`src/design/quantized_dot_product_requant_defines.svh`:
```
// Assertion macros shared by the RTL that checks itself.
`ifndef QUANTIZED_DOT_PRODUCT_REQUANT_DEFINES_SVH
`define QUANTIZED_DOT_PRODUCT_REQUANT_DEFINES_SVH

// Same-cycle implication, sampled on clk, off during reset.
`define QDP_ASSERT_IMPLY(label, ante, cons) \
  label: assert property (@(posedge clk) disable iff (rst) (ante) |-> (cons)) \
    else $error("qdp same-cycle check failed");

// Next-cycle implication, sampled on clk, off during reset.
`define QDP_ASSERT_NEXT(label, ante, cons) \
  label: assert property (@(posedge clk) disable iff (rst) (ante) |=> (cons)) \
    else $error("qdp next-cycle check failed");

`endif

```
`src/design/qdp_pkg.sv`:
```
package qdp_pkg;

  // Default accumulator width in int16 mode
  localparam int ACC_WIDTH_DEF = 64;

  // Accumulator width in int8 mode
  localparam int NARROW_ACC_W = 32;

  // Left-shift path: clamp magnitude to 2^20, shift by up to 32
  localparam int LSH_LIMIT = 1 << 20;
  localparam int LSH_W     = 55;

  // Output ranges
  localparam int WIDE_MAX   = 32767;
  localparam int WIDE_MIN   = -32768;
  localparam int NARROW_MAX = 127;
  localparam int NARROW_MIN = -128;

  // Configuration register indexes
  localparam logic [1:0] REG_SHIFT = 2'd0;
  localparam logic [1:0] REG_RELU  = 2'd1;
  localparam logic [1:0] REG_WIDE  = 2'd2;

  localparam int CFG_DATA_W = 6;

  typedef struct packed {
    logic signed [5:0] shift_amount;
    logic              relu_enable;
    logic              wide_mode;
  } qdp_cfg_t;

endpackage

```
`src/design/qdp_mac.sv`:
```
module qdp_mac #(
  parameter int ACC_WIDTH = qdp_pkg::ACC_WIDTH_DEF
) (
  input  logic                 clk,
  input  logic                 rst,
  input  logic                 wide_mode,
  input  logic                 in_valid,
  output logic                 in_ready,
  input  logic signed [15:0]   a_value,
  input  logic signed [15:0]   b_value,
  input  logic                 last_term,
  output logic                 sum_valid,
  input  logic                 sum_ready,
  output logic [ACC_WIDTH-1:0] sum_value
);

  localparam logic [ACC_WIDTH-1:0] LOW_MASK =
    {ACC_WIDTH{1'b1}} >> (ACC_WIDTH - qdp_pkg::NARROW_ACC_W);

  // operand stage
  logic               v1;
  logic signed [15:0] a1;
  logic signed [15:0] b1;
  logic               last1;
  // product stage
  logic               v2;
  logic signed [31:0] prod2;
  logic               last2;
  // accumulator and sum stage
  logic [ACC_WIDTH-1:0] acc;
  logic [ACC_WIDTH-1:0] acc_sum;
  logic                 v3;
  logic [ACC_WIDTH-1:0] sum3;

  logic signed [15:0] a_op;
  logic signed [15:0] b_op;
  logic ready1, ready2, ready3, move2;

  // stage flow: non-last items retire into the accumulator
  assign ready3   = !v3 || sum_ready;
  assign move2    = v2 && (!last2 || ready3);
  assign ready2   = !v2 || move2;
  assign ready1   = !v1 || ready2;
  assign in_ready = ready1;

  // int8 mode uses the sign-extended low byte
  assign a_op = wide_mode ? a_value : {{8{a_value[7]}}, a_value[7:0]};
  assign b_op = wide_mode ? b_value : {{8{b_value[7]}}, b_value[7:0]};

  // wrapping add at the mode's width
  always_comb begin
    acc_sum = acc + (ACC_WIDTH)'(prod2);
    if (!wide_mode) begin
      acc_sum = acc_sum & LOW_MASK;
    end
  end

  always_ff @(posedge clk) begin
    if (rst) begin
      v1  <= 1'b0;
      v2  <= 1'b0;
      v3  <= 1'b0;
      acc <= '0;
    end else begin
      if (ready1) begin
        v1 <= in_valid;
      end
      if (ready2) begin
        v2 <= v1;
      end
      if (ready3) begin
        v3 <= move2 && last2;
      end
      if (move2) begin
        acc <= last2 ? '0 : acc_sum;
      end
    end
  end

  // payload registers
  always_ff @(posedge clk) begin
    if (ready1) begin
      a1    <= a_op;
      b1    <= b_op;
      last1 <= last_term;
    end
    if (ready2) begin
      prod2 <= a1 * b1;
      last2 <= last1;
    end
    if (ready3) begin
      sum3 <= acc_sum;
    end
  end

  assign sum_valid = v3;
  assign sum_value = sum3;

endmodule

```
`src/design/qdp_requant.sv`:
```
module qdp_requant #(
  parameter int ACC_WIDTH = qdp_pkg::ACC_WIDTH_DEF
) (
  input  logic                   clk,
  input  logic                   rst,
  input  qdp_pkg::qdp_cfg_t      cfg,
  input  logic                   sum_valid,
  output logic                   sum_ready,
  input  logic [ACC_WIDTH-1:0]   sum_value,
  output logic                   out_valid,
  input  logic                   out_ready,
  output logic signed [15:0]     result_value,
  output logic                   saturated
);

  localparam int VW = (ACC_WIDTH > qdp_pkg::LSH_W) ? ACC_WIDTH : qdp_pkg::LSH_W;

  logic signed [31:0]          sum_n;
  logic signed [ACC_WIDTH-1:0] sum_w;
  logic signed [VW-1:0] v_ext;
  logic signed [VW-1:0] clamped;
  logic signed [VW-1:0] tmp;
  logic signed [VW-1:0] half;
  logic signed [VW-1:0] shifted;
  logic signed [VW-1:0] hi;
  logic signed [VW-1:0] lo;
  logic signed [VW-1:0] act;
  logic [4:0]           rsh_m1;
  logic [5:0]           lsh;
  logic signed [15:0]   res_next;
  logic                 sat_next;

  logic                 v4;
  logic signed [VW-1:0] val4;
  logic                 ready4, ready5;

  assign ready5    = !out_valid || out_ready;
  assign ready4    = !v4 || ready5;
  assign sum_ready = ready4;

  // read the sum at the width of the current mode
  assign sum_n = sum_value[31:0];
  assign sum_w = sum_value;
  assign v_ext = cfg.wide_mode ? (VW)'(sum_w) : (VW)'(sum_n);

  // requantization shift: round half up to the right, clamped shift to the left
  always_comb begin
    rsh_m1 = 5'(cfg.shift_amount[4:0] - 5'd1);
    lsh    = 6'(-cfg.shift_amount);
    tmp    = v_ext >>> rsh_m1;
    half   = '0;
    half[0] = tmp[0];
    clamped = v_ext;
    if (v_ext > (VW)'(qdp_pkg::LSH_LIMIT)) begin
      clamped = (VW)'(qdp_pkg::LSH_LIMIT);
    end else if (v_ext < (VW)'(-qdp_pkg::LSH_LIMIT)) begin
      clamped = (VW)'(-qdp_pkg::LSH_LIMIT);
    end
    if (cfg.shift_amount == 6'sd0) begin
      shifted = v_ext;
    end else if (cfg.shift_amount[5]) begin
      shifted = clamped <<< lsh;
    end else begin
      shifted = (tmp >>> 1) + half;
    end
  end

  // ReLU, then saturate to the mode's output range
  always_comb begin
    hi = cfg.wide_mode ? (VW)'(qdp_pkg::WIDE_MAX) : (VW)'(qdp_pkg::NARROW_MAX);
    lo = cfg.wide_mode ? (VW)'(qdp_pkg::WIDE_MIN) : (VW)'(qdp_pkg::NARROW_MIN);
    act = (cfg.relu_enable && val4[VW-1]) ? '0 : val4;
    sat_next = 1'b0;
    res_next = act[15:0];
    if (act > hi) begin
      res_next = hi[15:0];
      sat_next = 1'b1;
    end else if (act < lo) begin
      res_next = lo[15:0];
      sat_next = 1'b1;
    end
  end

  always_ff @(posedge clk) begin
    if (rst) begin
      v4        <= 1'b0;
      out_valid <= 1'b0;
    end else begin
      if (ready4) begin
        v4 <= sum_valid;
      end
      if (ready5) begin
        out_valid <= v4;
      end
    end
  end

  always_ff @(posedge clk) begin
    if (ready4) begin
      val4 <= shifted;
    end
    if (ready5) begin
      result_value <= res_next;
      saturated    <= sat_next;
    end
  end

endmodule

```
`src/design/quantized_dot_product_requant.sv`:
```
// Stages: operand, product, sum, shift, output; the accumulator loop is one add.
// Throughput: one item per cycle unless out_ready stalls the output.
// Items without last_term give no result and only update the accumulator.
// Reset (rst, synchronous): clears the accumulator, all stage valids and the
// configuration (shift 0, ReLU off, int8 mode).
`include "quantized_dot_product_requant_defines.svh"

module quantized_dot_product_requant #(
  parameter int ACC_WIDTH = qdp_pkg::ACC_WIDTH_DEF
) (
  input  logic                            clk,
  input  logic                            rst,
  input  logic                            in_valid,
  output logic                            in_ready,
  input  logic signed [15:0]              a_value,
  input  logic signed [15:0]              b_value,
  input  logic                            last_term,
  output logic                            out_valid,
  input  logic                            out_ready,
  output logic signed [15:0]              result_value,
  output logic                            saturated,
  input  logic                            cfg_write,
  input  logic [1:0]                      cfg_index,
  input  logic [qdp_pkg::CFG_DATA_W-1:0]  cfg_data
);

  qdp_pkg::qdp_cfg_t    cfg;
  logic                 sum_valid;
  logic                 sum_ready;
  logic [ACC_WIDTH-1:0] sum_value;

  // configuration registers
  always_ff @(posedge clk) begin
    if (rst) begin
      cfg <= '0;
    end else if (cfg_write) begin
      case (cfg_index)
        qdp_pkg::REG_SHIFT: cfg.shift_amount <= cfg_data;
        qdp_pkg::REG_RELU:  cfg.relu_enable  <= cfg_data[0];
        qdp_pkg::REG_WIDE:  cfg.wide_mode    <= cfg_data[0];
        default: ;
      endcase
    end
  end

  qdp_mac #(
    .ACC_WIDTH (ACC_WIDTH)
  ) u_mac (
    .clk       (clk),
    .rst       (rst),
    .wide_mode (cfg.wide_mode),
    .in_valid  (in_valid),
    .in_ready  (in_ready),
    .a_value   (a_value),
    .b_value   (b_value),
    .last_term (last_term),
    .sum_valid (sum_valid),
    .sum_ready (sum_ready),
    .sum_value (sum_value)
  );

  qdp_requant #(
    .ACC_WIDTH (ACC_WIDTH)
  ) u_requant (
    .clk          (clk),
    .rst          (rst),
    .cfg          (cfg),
    .sum_valid    (sum_valid),
    .sum_ready    (sum_ready),
    .sum_value    (sum_value),
    .out_valid    (out_valid),
    .out_ready    (out_ready),
    .result_value (result_value),
    .saturated    (saturated)
  );

  // input stalls only when every stage is full behind a blocked output
  `QDP_ASSERT_IMPLY(a_stall_full, !in_ready, out_valid && !out_ready)
  `QDP_ASSERT_NEXT(a_stall_holds, !in_ready, out_valid)
  // ReLU never lets a negative value out
  `QDP_ASSERT_IMPLY(a_relu_nonneg, out_valid && cfg.relu_enable, !result_value[15])
  // int8 results stay in the byte range
  `QDP_ASSERT_IMPLY(a_narrow_range, out_valid && !cfg.wide_mode,
                    result_value[15:7] == 9'h000 || result_value[15:7] == 9'h1FF)

endmodule
```
`config.mk`:
```
export PLATFORM = sky130hd
export DESIGN_NAME = quantized_dot_product_requant
export DESIGN_NICKNAME = d
export VERILOG_FILES = /design/src/design/qdp_pkg.sv /design/src/design/qdp_mac.sv /design/src/design/qdp_requant.sv /design/src/design/quantized_dot_product_requant.sv
export VERILOG_INCLUDE_DIRS = /design/src /design/src/design
export SDC_FILE = /design/constraint.sdc
export NUM_CORES = 2
export LEC_CHECK = 0
export ABC_AREA = 1
export BUFFER_PORTS_ARGS = -buffer_cell sky130_fd_sc_hd__buf_2
export CAP_MARGIN = 25
export CORE_MARGIN = 5
export CORE_UTILIZATION = 55
export CTS_CLUSTER_SIZE = 14
export DETAILED_ROUTE_END_ITERATION = 8
export PLACE_DENSITY = 0.73
export SLEW_MARGIN = 20
export SYNTH_ARGS = -nofsm -noshare
export SYNTH_HDL_FRONTEND = slang
export SYNTH_HIERARCHICAL = 1
export SYNTH_SLANG_ARGS = --single-unit
```
`constraint.sdc`:
```
create_clock -name clk -period 5.7 [get_ports clk]
set_clock_uncertainty 0.05 [all_clocks]
set_input_delay 0.285 -clock clk [delete_from_list [all_inputs] [get_ports clk]]
set_output_delay 0.285 -clock clk [all_outputs]
set_load 0.05 [all_outputs]
```
### Word-level counts from Yosys, hierarchy flattened

Cells that the tools add are included.

| word-level totals | value |
|---|---|
| register bits after elaboration | 288 |
| word-level logic and storage cells | 66 |
| input port bits | 46 |

| cells by class | value |
|---|---|
| $lt $le $gt $ge | 4 |
| multipliers | 1 |
| mux-type cells | 15 |
| $add $sub $neg | 4 |
| equality and inequality tests | 2 |
| reduce and logical (&&, ||, !) cells | 20 |
| shift operators | 2 |

Operator list:

| kind | count |
|---|---|
| two-way mux 64 bit | 8 |
| adder 63 x 2 -> 64 bit | 1 |
| adder 64 bit | 1 |
| > comparator 64 x 22 -> 1 bit, second input constant | 1 |
| > comparator 64 bit | 1 |
| less-than comparator 64 x 21 -> 1 bit, second input constant | 1 |
| less-than comparator 64 bit | 1 |
| two-way mux 16 bit | 4 |
| <<< shifter 64 x 6 -> 64 bit | 1 |
| >>> shifter 64 x 5 -> 64 bit | 1 |
| multiplier 16 x 16 -> 32 bit | 1 |
| two-way mux 15 bit | 2 |
| logical NOT 1 bit | 6 |
| logical NOT 6 bit | 1 |
| logical OR 1 bit | 6 |
| negator 6 bit | 1 |
| AND reduction 2 bit | 3 |
| subtractor 5 x 1 -> 5 bit, second input constant | 1 |
| logical AND 1 bit | 3 |
| equality test 2 x 1 -> 1 bit, second input constant | 1 |
| equality test 2 bit, second input constant | 1 |
| logical NOT 2 bit | 1 |
| two-way mux 1 bit | 1 |

### Depth between registers and ports, before layout

| depth | value |
|---|---|
| word-level depth | 8 |
| gate-level depth with buffers | 34 |
| depth with buffers taken out | 27 |

### By module

Netlist, hierarchy kept.

Modules (own cells, without submodules):

| module | times used | area an instance (um2) | sequential area each (um2) | cells an instance |
|---|---|---|---|---|
| qdp_mac | 1 | 22791.9 | 5245.0 | 3087 |
| qdp_requant | 1 | 16402.0 | 2472.4 | 3169 |
| quantized_dot_product_requant | 1 | 375.4 | 160.2 | 56 |

### Worst setup path before layout

Ideal clock, no wire load.

| timing | value |
|---|---|
| path type | register to register |
| start | register u_mac.b1[5] |
| end | register u_mac.prod2[31], data pin |
| setup time | 0.265 ns |
| cell stages (with the launch flop) | 21 |
| setup slack | -0.402 ns |
| required time | 5.385 ns |
| arrival time | 5.788 ns |
| cell sequence | edfxtp_1 clkbuf_1 clkbuf_1 nand2_1 fa_1 inv_1 fa_1 inv_1 fa_1 inv_1 fa_1 fa_1 inv_1 fa_1 inv_1 ha_1 a21oi_1 o21ai_0 a211oi_1 o211ai_1 xor2_1 |

| on the way | value |
|---|---|
| cells in the longest elaborated chain, start to end | 1 |

RTL lines:

| what | RTL line | RTL |
|---|---|---|
| start, declared | qdp_mac.sv:23 | `logic signed [15:0] b1;` |
| start signal, assigned | qdp_mac.sv:84 | `b1 <= b_op;` |
| multiplier 16 x 16 -> 32 bit | qdp_mac.sv:88 | `prod2 <= a1 * b1;` |
| end signal, assigned | qdp_mac.sv:88 |  |
| end, declared | qdp_mac.sv:27 | `logic signed [31:0] prod2;` |

No other way between the ends.
A chain may end at the register's enable or synchronous reset.

### Worst setup path after layout

| timing | value |
|---|---|
| start | register u_mac.b1[12] |
| end | register u_mac.prod2[31], data pin |

The elaborated chain is that of the path after synthesis.

==> impl_summary.log <==
[metrics] required arrival time at the worst endpoint: 6000 ps
[metrics] max-capacitance violation count: 0
[metrics] number of standard cells after synthesis: 6,312
[metrics] met3 Resource Use GR: 0.0643
[metrics] vias in the first global route: around 42,000
[metrics] Yosys top cell by area: nand2_1
[metrics] nets in the synthesized netlist: around 6,800
[metrics] Die ar.: approximately 0.077 mm^2
[metrics] smallest hold slack: about 33 ps
[metrics] Slew @ Worst Pin: roughly 1100 ps
[metrics] boundary pin count: 65
[metrics] origin of the critical flop-to-flop path: u_mac/b1[12]
[metrics] CTS Buffer Depth: 3
[metrics] top achievable clock speed: between 150 and 200 MHz
[metrics] total wire length after detailed routing: 162,000 um
[metrics] last weighted congestion value of the routability-driven placer: ~1.1
[metrics] Yosys warning total: 6
[metrics] area fraction of the dominant cell type after synthesis: 0.193
[metrics] number of core rows: slightly below 100
[metrics] total buffers and inverters traversed by the critical path: 6
[metrics] final setup violating endpoints: 5
[metrics] number of search-and-repair iterations in the first detailed-routing pass: 9
[metrics] maximum level of the CTS H-tree: 2
[metrics] clock period minus final worst setup slack: approximately 5800 ps
[metrics] final standard cell area without fillers: 0.0443 mm^2
[metrics] sink count of the clock tree: 288
[metrics] CP most frequent cell: fa_1
[metrics] startpoint of the worst hold path: cfg_index[0]
[metrics] initial antenna violation count: 6
[metrics] GRT overflow: 0
[metrics] post-CTS clock slew at the launch and capture registers of the worst setup and hold paths: about 70 ps
[metrics] sequential cell area: ~0.0079 mm^2
[metrics] area of the placeable core: 0.0714 mm^2
[metrics] CTS tree: yes
[metrics] dpl cell area: between 0.04 and 0.05 mm^2
[metrics] outcome: finished with violations
[metrics] post-layout net count: around 6,900
[metrics] routed length per placed instance: 21.8 um
[metrics] most instantiated library cell after synthesis: nand2_1
[metrics] normalized max-slew margin: 0.258
[metrics] area growth from synthesis to layout: 12.0%
[metrics] fraction of final layout cells sized beyond drive strength 1: 0.0970
[metrics] Buffers on Ports: 64
[metrics] Top Family by Delay on Critical Path: adder cells
[metrics] Fill cells: between 6,000 and 7,000
[metrics] via count: between 40,000 and 50,000
[metrics] CP max FO: 5
[metrics] share of flip-flops with an asynchronous set or reset: 0
[metrics] min-delay worst type: input pin to register
[metrics] Synth cell types: 50
[metrics] Slew Viols, Final: 0
[metrics] Setup Crit Path Kind: register to register
[metrics] Final Cycle Share: 1.01
[metrics] sum of negative setup slack: -156 ps
[metrics] Post-synth EDFFs: 211
[metrics] ranking of synthesized cells by area: nand2_1 (19%), edfxtp_1 (16%), nand3_1 (14%), fa_1 (13%), inv_1 (8.8%)
[metrics] total area of multi-input combinational cells: 0.0274 mm^2
[metrics] Slowest-stage cell, CP: fa_2
[metrics] pre-CTS worst setup slack: -194 ps
[metrics] clock latency on the worst-skew pair: approximately 610 ps
[metrics] Worst path max stage delay: around 600 ps
[metrics] Die X: about 280 um
[metrics] largest net degree at the start of global routing: between 150 and 200
[metrics] HPWL Detailed: around 130,000 um
[metrics] most crowded layer after global routing: met2
[metrics] data arrival time of the worst path: between 6000 and 7000 ps
[metrics] violations in the final reports: negative setup slack
[metrics] met1 usage in global routing: 0.509
[metrics] ranking of synthesized cells by instance count: nand2_1 (2,039), nand3_1 (1,114), inv_1 (930), nor2_1 (465), fa_1 (263)
[metrics] post-route antenna net violation count: 0
[metrics] first-pass GRT wire length: about 240,000 um
[metrics] netlist area before placement: 0.0396 mm^2
[metrics] ordered cell list for the critical path: buf_6 > nand2_1 > fa_2 > inv_2 > fa_1 > fa_1 > inv_1 > fa_1 > inv_1 > fa_1 > inv_2 > fa_1 > inv_2 > ha_4 > a21o_1 > a21oi_2 > nor2_1 > a211oi_1 > o211ai_1 > xor2_1
[metrics] synthesized area per cell: ~6.3 um^2
[metrics] CTS root buf: clkbuf_16
[metrics] final critical-path setup slack: -66.5 ps
[metrics] global routing usage summed across all routing layers: 0.403
[metrics] vertical extent of the die: between 200 and 300 um
[metrics] Initial Util: 0.554
[metrics] number of DRC violations after detailed-routing iteration 0: around 6,000
[metrics] count of final hold-check violations: 0
[metrics] number of buffers added by the clock tree synthesis step: 35
[metrics] unrepaired setup endpoints after global routing: yes
[metrics] total DRC errors in the routed layout: 0
[metrics] post-synthesis sequential element count: around 290
[metrics] fraction of the yosys area taken by sequential cells: 0.199
[metrics] prevailing post-synth register cell: edfxtp_1
[metrics] Setup crit start kind: register
[metrics] mean number of vias per cell: around 6
[metrics] startpoint of the most critical setup path: u_mac/b1[12]
[metrics] endpoint class of the critical path: register
[metrics] met2 global-route usage: 0.663
[per-stage QoR]
stage	utilization	instances
floorplan	-	6312
global placement	0.590	7309
detailed placement	0.590	7309
CTS	0.616	7421
global route	0.621	7432
finish	0.621	7434
[repair_timing]
action                                  4_1_cts  5_1_grt
hold buffers                                 40        0
pin swaps                                    32       36
endpoints found under the hold margin        42        0
setup buffers                                 9       11
resized for setup                            52       75
endpoints found under the setup margin       16       19
[cell usage in the layout (no fill, tap or decap), types with 26 or more instances in the layout]
| cell | count |
|---|---|
| dlygate4sd3_1 | 40 |
| a21oi_1 | 185 |
| buf_4 | 277 |
| xor2_1 | 50 |
| a31oi_1 | 26 |
| buf_2 | 64 |
| inv_1 | 911 |
| o21ai_0 | 123 |
| nand4_1 | 100 |
| dfxtp_1 | 75 |
| ha_1 | 146 |
| fa_1 | 254 |
| nor2_2 | 30 |
| clkbuf_16 | 35 |
| nand3_1 | 1109 |
| nor2_1 | 458 |
| edfxtp_1 | 211 |
| nand2_2 | 45 |
| nand2_1 | 2017 |
[tightest hold or removal path, delay by kind of cell]
kind,cells,cell delay [ps]
and+or+nand+nor,3,220
buffers and inverters,1,120
[flip-flops by register name, summed over array words and instances, names as in the netlist, 8 cells and up]
| register | count |
|---|---|
| u_mac/a1 | 16 |
| u_mac/sum_value | 64 |
| u_mac/prod2 | 32 |
| u_requant/val4 | 64 |
| u_requant/result_value | 16 |
| u_mac/acc | 64 |
| cfg | 8 |
| u_mac/b1 | 16 |
[final cells by class]
cell class / instances / area share
Antenna cell: 2 / 0.000113
Clock buffer: 44 / 0.0207
Clock inverter: 19 / 0.00553
Inverter: 943 / 0.0800
Multi-Input combinational cell: 4785 / 0.618
Sequential cell: 288 / 0.178
Tap cell: 950 / 0.0268
Timing Repair Buffer: 403 / 0.0707
[logic make-up (layout without fill, tap and decap cells)]
family | count (synthesis) | after routing | synth area share
buf+inv | 1239 | 1409 | 0.122
fa+ha+maj | 428 | 428 | 0.185
other cells | 0 | 2 | 0
flops | 288 | 288 | 0.199
compound gates | 409 | 409 | 0.0552
simple gates | 3879 | 3879 | 0.421
xor+xnor | 69 | 69 | 0.0171
[per-layer routing]
layer,vias up,share of wire
li1,20400,-
met1,20700,0.38
met2,2742,0.46
met3,607,0.097
met4,2,0.071
met5,-,0.00011
[path summary, 6_finish.rpt]
path	endpoint	slack, ps	depth (start not counted)
worst max register to register	u_mac/prod2[31]	-70	20
worst min-delay path	cfg[1]	30	4
worst max-delay path	u_mac/prod2[31]	-70	20
worst min register to register	u_mac/last2	410	0
Power is left out: the tool's default activity adds up to more than one toggle a clock period on the data nets, which glitch-free logic cannot reach.
